`config.mk`:
```
export PLATFORM = sky130hd
export DESIGN_NAME = lzw_variable_width_code_packer_top
export DESIGN_NICKNAME = d
export VERILOG_FILES = /design/src/design/lzwp_pkg.sv /design/src/design/lzwp_front.sv /design/src/design/lzwp_queue.sv /design/src/design/lzwp_back.sv /design/src/design/lzw_variable_width_code_packer_top.sv
export SDC_FILE = /design/constraint.sdc
export NUM_CORES = 1
export LEC_CHECK = 0
export BUFFER_PORTS_ARGS = -buffer_cell sky130_fd_sc_hd__buf_2
export CAP_MARGIN = 20
export CORE_ASPECT_RATIO = 0.5
export CORE_MARGIN = 2
export CORE_UTILIZATION = 55
export CTS_CLUSTER_DIAMETER = 100
export DETAILED_ROUTE_END_ITERATION = 7
export PLACE_DENSITY = 0.73
export SLEW_MARGIN = 20
export SYNTH_ARGS = -nofsm -noshare
export SYNTH_HDL_FRONTEND = slang
export SYNTH_SLANG_ARGS = --single-unit
```
`constraint.sdc`:
```
create_clock -name clock -period 2.9 [get_ports clock]
set_input_delay 0.29 -clock clock [delete_from_list [all_inputs] [get_ports clock]]
set_output_delay 0.29 -clock clock [all_outputs]
set_load 0.01 [all_outputs]
```
`src/design/lzwp_pkg.sv`:
```
`default_nettype none

package lzwp_pkg;

   // Code widths and derived sizes.
   localparam int MAX_CODE_WIDTH = 15;
   localparam int MIN_CODE_WIDTH = 9;
   localparam int CODE_W         = 15;
   localparam int CNT_W          = 15;
   localparam int BYTE_W         = 8;
   localparam int ACC_W          = MAX_CODE_WIDTH + BYTE_W - 1;
   localparam int HOLD_W         = $clog2(ACC_W + 1);
   localparam int WIDTH_W        = $clog2(MAX_CODE_WIDTH + 1);

   // Queue between the front and the back.
   localparam int QDEPTH   = 2;
   localparam int QPTR_W   = $clog2(QDEPTH);
   localparam int QCOUNT_W = $clog2(QDEPTH + 1);

   // Command codes and fixed code values.
   localparam logic CMD_WRITE   = 1'b0;
   localparam logic CMD_RESTART = 1'b1;

   localparam logic [CNT_W-1:0]  CODE_COUNTER_RESET = CNT_W'(256);
   localparam logic [CNT_W-1:0]  CODE_COUNTER_MAX   = CNT_W'(32767);
   localparam logic [CODE_W-1:0] END_CODE           = CODE_W'(256);

   typedef struct packed {
      logic              command;
      logic [CODE_W-1:0] code_value;
   } req_type;

   typedef struct packed {
      logic [BYTE_W-1:0] out_byte;
      logic              last_of_run;
   } rsp_type;

   // One classified item on its way from the front to the back.
   typedef struct packed {
      logic               restart;
      logic               end_code;
      logic [WIDTH_W-1:0] width;
      logic [CODE_W-1:0]  code;
   } entry_type;

   // Width of the next code, taken from the counter before it steps.
   function automatic logic [WIDTH_W-1:0] width_for(logic [CNT_W-1:0] counter);
      logic [WIDTH_W-1:0] w;
      w = WIDTH_W'(MIN_CODE_WIDTH);
      for (int i = MIN_CODE_WIDTH; i < MAX_CODE_WIDTH; i++) begin
         if (32'(counter) > ((32'd1 << i) - 32'd1)) begin
            w = WIDTH_W'(i + 1);
         end
      end
      return w;
   endfunction

   // Mask that keeps the low bits of a code that fit the given width.
   function automatic logic [CODE_W-1:0] code_mask(logic [WIDTH_W-1:0] w);
      logic [CODE_W:0] m;
      m = ({{CODE_W{1'b0}}, 1'b1} << w) - {{CODE_W{1'b0}}, 1'b1};
      return m[CODE_W-1:0];
   endfunction

endpackage

`default_nettype wire

```
`src/design/lzwp_front.sv`:
```
`default_nettype none

module lzwp_front (
   input  wire                     clock,
   input  wire                     reset,
   input  wire                     req_valid,
   input  lzwp_pkg::req_type       req_data,
   input  wire                     q_full,
   output logic                    q_push,
   output lzwp_pkg::entry_type     q_entry
);
   import lzwp_pkg::*;

   logic [CNT_W-1:0]   counter_ff;
   logic [CNT_W-1:0]   counter_in;
   logic [WIDTH_W-1:0] width;
   logic               restart;

   // A transfer happens whenever a request is valid and the queue has room.
   assign q_push  = req_valid && !q_full;
   assign restart = (req_data.command == CMD_RESTART);
   assign width   = width_for(counter_ff);

   // Classify the item and cut the code to the current width.
   always_comb begin
      q_entry.restart  = restart;
      q_entry.end_code = (req_data.code_value == END_CODE);
      q_entry.width    = width;
      q_entry.code     = req_data.code_value & code_mask(width);
   end

   // The code counter steps once per written code and saturates; a restart sets it back to 256.
   always_comb begin
      counter_in = counter_ff;
      if (q_push) begin
         if (restart) begin
            counter_in = CODE_COUNTER_RESET;
         end else if (counter_ff < CODE_COUNTER_MAX) begin
            counter_in = counter_ff + CNT_W'(1);
         end
      end
   end

   always_ff @(posedge clock) begin
      if (reset) begin
         counter_ff <= CODE_COUNTER_RESET;
      end else begin
         counter_ff <= counter_in;
      end
   end

endmodule

`default_nettype wire

```
`src/design/lzwp_queue.sv`:
```
`default_nettype none

module lzwp_queue (
   input  wire                  clock,
   input  wire                  reset,
   input  wire                  push,
   input  lzwp_pkg::entry_type  push_entry,
   output logic                 full,
   input  wire                  pop,
   output logic                 pop_valid,
   output lzwp_pkg::entry_type  pop_entry
);
   import lzwp_pkg::*;

   entry_type            slot_ff [QDEPTH];
   logic [QPTR_W-1:0]    wr_ptr_ff;
   logic [QPTR_W-1:0]    rd_ptr_ff;
   logic [QCOUNT_W-1:0]  count_ff;
   logic                 do_push;
   logic                 do_pop;

   assign full      = (count_ff == QCOUNT_W'(QDEPTH));
   assign pop_valid = (count_ff != '0);
   assign pop_entry = slot_ff[rd_ptr_ff];
   assign do_push   = push && !full;
   assign do_pop    = pop && pop_valid;

   // Entry storage needs no reset.
   always_ff @(posedge clock) begin
      if (do_push) begin
         slot_ff[wr_ptr_ff] <= push_entry;
      end
   end

   // Pointers wrap at the queue depth.
   always_ff @(posedge clock) begin
      if (reset) begin
         wr_ptr_ff <= '0;
         rd_ptr_ff <= '0;
         count_ff  <= '0;
      end else begin
         if (do_push) begin
            wr_ptr_ff <= (wr_ptr_ff == QPTR_W'(QDEPTH - 1)) ? '0 : wr_ptr_ff + QPTR_W'(1);
         end
         if (do_pop) begin
            rd_ptr_ff <= (rd_ptr_ff == QPTR_W'(QDEPTH - 1)) ? '0 : rd_ptr_ff + QPTR_W'(1);
         end
         if (do_push && !do_pop) begin
            count_ff <= count_ff + QCOUNT_W'(1);
         end else if (do_pop && !do_push) begin
            count_ff <= count_ff - QCOUNT_W'(1);
         end
      end
   end

endmodule

`default_nettype wire

```
`src/design/lzwp_back.sv`:
```
`default_nettype none

module lzwp_back (
   input  wire                  clock,
   input  wire                  reset,
   input  wire                  q_valid,
   input  lzwp_pkg::entry_type  q_entry,
   output logic                 q_pop,
   output logic                 rsp_valid,
   input  wire                  rsp_stall,
   output lzwp_pkg::rsp_type    rsp_data
);
   import lzwp_pkg::*;

   typedef enum logic {
      BK_IDLE,
      BK_EMIT
   } state_type;

   state_type          state_ff,     state_in;
   logic [ACC_W-1:0]   acc_ff,       acc_in;
   logic [HOLD_W-1:0]  hold_ff,      hold_in;
   logic               end_ff,       end_in;
   logic               rsp_valid_ff, rsp_valid_in;
   rsp_type            rsp_data_ff,  rsp_data_in;
   logic               out_free;
   logic [HOLD_W-1:0]  remain;
   logic               last;

   localparam logic [HOLD_W-1:0] BYTE_BITS = HOLD_W'(BYTE_W);

   assign out_free  = !rsp_valid_ff || !rsp_stall;
   assign remain    = hold_ff - BYTE_BITS;
   assign rsp_valid = rsp_valid_ff;
   assign rsp_data  = rsp_data_ff;

   // A full byte is the last one unless another full byte or a flush follows.
   assign last = (remain < BYTE_BITS) && !(end_ff && (remain != '0));

   always_comb begin
      state_in     = state_ff;
      acc_in       = acc_ff;
      hold_in      = hold_ff;
      end_in       = end_ff;
      rsp_valid_in = rsp_valid_ff && rsp_stall;
      rsp_data_in  = rsp_data_ff;
      q_pop        = 1'b0;
      case (state_ff)
         BK_IDLE: begin
            // Take the next item and merge its code above the held bits; a restart clears them instead.
            if (q_valid) begin
               q_pop = 1'b1;
               if (q_entry.restart) begin
                  acc_in  = '0;
                  hold_in = '0;
               end else begin
                  acc_in   = acc_ff | (ACC_W'(q_entry.code) << hold_ff);
                  hold_in  = hold_ff + HOLD_W'(q_entry.width);
                  end_in   = q_entry.end_code;
                  state_in = BK_EMIT;
               end
            end
         end
         BK_EMIT: begin
            if (hold_ff >= BYTE_BITS) begin
               // Emit one whole byte when the output register is free.
               if (out_free) begin
                  rsp_valid_in             = 1'b1;
                  rsp_data_in.out_byte     = acc_ff[BYTE_W-1:0];
                  rsp_data_in.last_of_run  = last;
                  acc_in  = acc_ff >> BYTE_W;
                  hold_in = remain;
                  if (last) begin
                     state_in = BK_IDLE;
                     if (end_ff) begin
                        acc_in  = '0;
                        hold_in = '0;
                     end
                  end
               end
            end else if (end_ff && (hold_ff != '0)) begin
               // Flush the zero-padded partial byte at the end of the stream.
               if (out_free) begin
                  rsp_valid_in            = 1'b1;
                  rsp_data_in.out_byte    = acc_ff[BYTE_W-1:0];
                  rsp_data_in.last_of_run = 1'b1;
                  acc_in   = '0;
                  hold_in  = '0;
                  state_in = BK_IDLE;
               end
            end else begin
               // The code caused no byte.
               if (end_ff) begin
                  acc_in  = '0;
                  hold_in = '0;
               end
               state_in = BK_IDLE;
            end
         end
         default: begin
            state_in = BK_IDLE;
         end
      endcase
   end

   always_ff @(posedge clock) begin
      if (reset) begin
         state_ff     <= BK_IDLE;
         acc_ff       <= '0;
         hold_ff      <= '0;
         end_ff       <= 1'b0;
         rsp_valid_ff <= 1'b0;
      end else begin
         state_ff     <= state_in;
         acc_ff       <= acc_in;
         hold_ff      <= hold_in;
         end_ff       <= end_in;
         rsp_valid_ff <= rsp_valid_in;
      end
      rsp_data_ff <= rsp_data_in;
   end

endmodule

`default_nettype wire

```
`src/design/lzw_variable_width_code_packer_top.sv`:
```
// LZW variable-width code packer.
//
// Input channel (req_): one transfer carries a command and a code. A write
// command packs the code at the current width (9 to 15 bits, growing with
// the code count); the end code also flushes a zero-padded partial byte.
// A restart clears the held bits, resets the code counter and emits nothing.
// Result channel (rsp_): one transfer carries one packed byte, least
// significant bits first; last_of_run marks the final byte of each code.
//
// Flow: a transferred code is written into the queue. The back end pops it
// while idle, merges it above the held bits in the accumulator, and then
// loads its bytes one at a time into the byte register, waiting while the
// receiver stalls; a code that yields no byte still passes through the emit
// state. A two-entry queue lets new items in while the back end works.
// Reset clears the accumulator, bit count and queue and sets the code
// counter to 256. When the receiver stalls, the byte register holds its value
// and the back end waits; once the queue fills, req_stall rises.
`default_nettype none

module lzw_variable_width_code_packer_top (
   input  wire                clock,
   input  wire                reset,
   input  wire                req_valid,
   output logic               req_stall,
   input  lzwp_pkg::req_type  req_data,
   output logic               rsp_valid,
   input  wire                rsp_stall,
   output lzwp_pkg::rsp_type  rsp_data
);
   import lzwp_pkg::*;

   logic      q_full;
   logic      q_push;
   entry_type q_push_entry;
   logic      q_pop;
   logic      q_valid;
   entry_type q_pop_entry;

   assign req_stall = q_full;

   lzwp_front u_front (
      .clock     (clock),
      .reset     (reset),
      .req_valid (req_valid),
      .req_data  (req_data),
      .q_full    (q_full),
      .q_push    (q_push),
      .q_entry   (q_push_entry)
   );

   lzwp_queue u_queue (
      .clock      (clock),
      .reset      (reset),
      .push       (q_push),
      .push_entry (q_push_entry),
      .full       (q_full),
      .pop        (q_pop),
      .pop_valid  (q_valid),
      .pop_entry  (q_pop_entry)
   );

   lzwp_back u_back (
      .clock     (clock),
      .reset     (reset),
      .q_valid   (q_valid),
      .q_entry   (q_pop_entry),
      .q_pop     (q_pop),
      .rsp_valid (rsp_valid),
      .rsp_stall (rsp_stall),
      .rsp_data  (rsp_data)
   );

endmodule

`default_nettype wire

```
==> results.yml <==
final_layout:
  fin_nets: 600
  utilization: 0.6255
  layoutNonFillerInstCount: 716
  area_growth_pct: 9.761
  antenna_cells: 0
  drive_gt1_frac: 0.2101
  design_area_sq_mm: 0.006430
  final_cell_mix: "dfxtp_1, edfxtp_1, nand2_1, nor2_1, buf_2"
floorplan:
  fp.coreArea_sq_mm: 0.01028
  die_h_um: 76.98
  rows: 26
  start_util: 0.5699
  num_io_pins: 31
  dieArea_sq_mm: 0.01154
  die_w_um: 150.0
grt:
  grt_pass1_wl_um: 22470
  grt_max_degree: 34
  grt_pass1_vias: 4256
  grt_usage: 0.2485
  grt_overflow: 0
  antenna_found_initial: 0
synth:
  syn-mean-instance-area_sq_um: 10.67
  synth_mux_area_frac: 0.1546
  yosys_warnings: 0
  synth.net_count: 578
  synthSimpleGateAreaFrac: 0.1465
  synth_edf_count: 49
  synth_seq_cells: 99
  synth_top_area_share: 0.2512
  synth_cells: 549
  synth.distinct_cells: 77
  synthAdderAreaFrac: 0.02050
  synth_top_area_cell: "edfxtp_1"
  synth_top_family_by_area: "compound AO/OA/AOI/OAI gates"
  synth-xor-area-share: 0.01495
  async_flop_share: 0
  ys.flop_type: "dfxtp_1"
  seq_area_frac_synth: 0.4220
  synth_area_leaders: "edfxtp_1, dfxtp_1, mux4_2"
  synth-compound-area-share: 0.1888
  syn-cell-area_sq_mm: 0.005858
sta:
  setup_tns_ps: 0
  finalCritPeriodShare: 0.9090
  tightest_slew_ps: 654.7
  rsz0062_at_grt: "false"
  max_slew_margin: 0.5630
  finalHoldViolCount: 0
  finClkSkew_ps: 8.413
  fin_hold_ws_ps: 145.6
  maxClockFrequency_mhz: 379.4
  drv_slew: 0
  finalCriticalPeriod_ps: 2636
  setup_viol: 0
critical_path:
  path_common_cell: "or4_1"
  critical_path.cell_chain: "or4_1, or4_1, ha_1, or4_1, a21boi_0"
  crit_family: "simple AND/OR/NAND/NOR gates"
  cp.required_ps: 3060
  cp_max_fo: 9
  crit_arrival_ps: 2800
  worst-setup-path-type: "reg2reg"
  slowest_delay_ps: 620
  end_kind: "flop"
  cp-start-kind: "flop"
  slowest_stage: "or4_1"
  critPathBufInv: 0
clock_network:
  cts_root_buf: "clkbuf_16"
  cts.sinks: 99
  postCtsSetupBuffers: 0
  cts_tree: "done"
  clk_pin_slew_ps: 70
  cts_buffer_depth: 2
  clk_latency_ps: 350
  cts-buffers-inserted: 9
  cts_resized: 0
  cts_hold_buf: 0
  htreeDepth: 3
detailed_routing:
  first_iter_violations: 440
  ant_nets: 0
  dr.pass1.iters: 5
  vias: 4640
  drc: 0
  drt-total-wl_um: 13460
  avgRoutedWirePerCell_um: 18.80
  via_per_inst: 6.480
worst_hold_path:
  hp-class: "in2reg"
place:
  gp_congestion: 1.014
  hpwl_um: 9837
  place_area_sq_mm: 0.006138
  placed_cells: 700
  io_buffers: 30
pwr:
  p_leak_nw: 2.191
  power.density_mw_per_mm2: 986.9
  ir_worst_vdd_v: 0.0004558
status:
  status: "complete, no violations"
flow_run:
  cap_violations: 0
## cells in the mapped netlist (4+ instances only)
library cell and n:
a2111oi_2 4, a211oi_1 12, a21boi_0 5, a21o_1 4, a21oi_1 29, a221oi_1 7
a31oi_1 5, buf_2 9, buf_6 5, clkbuf_1 22, dfxtp_1 50, edfxtp_1 49
ha_1 8, inv_1 18, mux2_2 8, mux2i_1 23, mux4_2 25, nand2_1 43
nand3_1 12, nand4_1 5, nor2_1 35, nor2b_1 6, nor3_1 14, nor4_1 14
o211ai_1 5, o21ai_0 22, o22ai_1 4, o31ai_1 6, o32ai_1 5, or3_1 14
or4_1 6, xnor2_1 6, xor2_1 4
## cells by family after synthesis
group	count (synthesis)
adder cells (fa/ha/maj)	9
buffers and inverters	60
flip-flops	99
multiplexers	57
AO/OA/AOI/OAI	146
AND/OR/NAND/NOR	167
other	1
XOR/XNOR	10
## worst paths after layout
| kind | endpoint | from | depth (start not counted) | slack [ps] |
|---|---|---|---|---|
| max reg2reg | u_queue.slot_ff[0][10]$_DFFE_PP_ | u_front.counter_ff[14]$_SDFFE_PP0P_ | 5 | 260 |
| min reg2reg | u_back.rsp_data[1]$_DFFE_PP_ | u_back.acc_ff[0]$_SDFFE_PP0P_ | 0 | 430 |
| max | u_queue.slot_ff[0][10]$_DFFE_PP_ | u_front.counter_ff[14]$_SDFFE_PP0P_ | 5 | 260 |
| min | u_queue.slot_ff[0][6]$_DFFE_PP_ | req_data[6] | 1 | 150 |
## routing by layer
layer | part of all wire | track usage | vias to the layer above
li1 | - | - | 2193
met1 | 0.48 | 0.3716 | 2209
met2 | 0.42 | 0.3543 | 204
met3 | 0.076 | 0.06190 | 34
met4 | 0.023 | 0.07642 | 0
met5 | 0 | 0 | -
## where the power goes
| part | internal, mW | switching (mW) |
|---|---|---|
| clock | 0.607 | 0.572 |
| sequential | 1.80 | 0.286 |
| combinational | 1.30 | 1.78 |
| total | 3.71 | 2.64 |
## cell type report
cell class	instances	area [sq um]
flip-flops and latches	99	2474
well taps	140	175.2
multi-input cells	390	3082
clock buffers	9	225.2
clock inverters	7	66.31
repair buffers	51	332.8
inverters	20	75.07
fillers	830	3850
## flip-flops by register name (all words and copies together) (netlist names), named ones only
name and cells:
u_back.rsp_data 9, u_back.end_ff 1, u_queue.rd_ptr_ff 1, u_queue.slot_ff 40
u_front.counter_ff 15, u_back.hold_ff 5, u_queue.count_ff 2, u_back.acc_ff 22
u_queue.wr_ptr_ff 1, u_back.rsp_valid 1, u_back.state_ff 1
## worst register-to-register path, cell delays in order (launching register included)
cell and delay (ps):
dfxtp_1 380, or4_1 620, or4_1 440, ha_1 260
or4_1 500, a21boi_0 250
## per-stage QoR
stage                     total power [mW]  setup slack (ps)
after floorplan                      4.461             388.0
after global placement               5.073             374.4
after detailed placement             5.130             317.0
after CTS                            6.309             294.7
after global routing                 6.728             95.47
final                                6.345             264.0
Power figures use the tool's default switching activity.
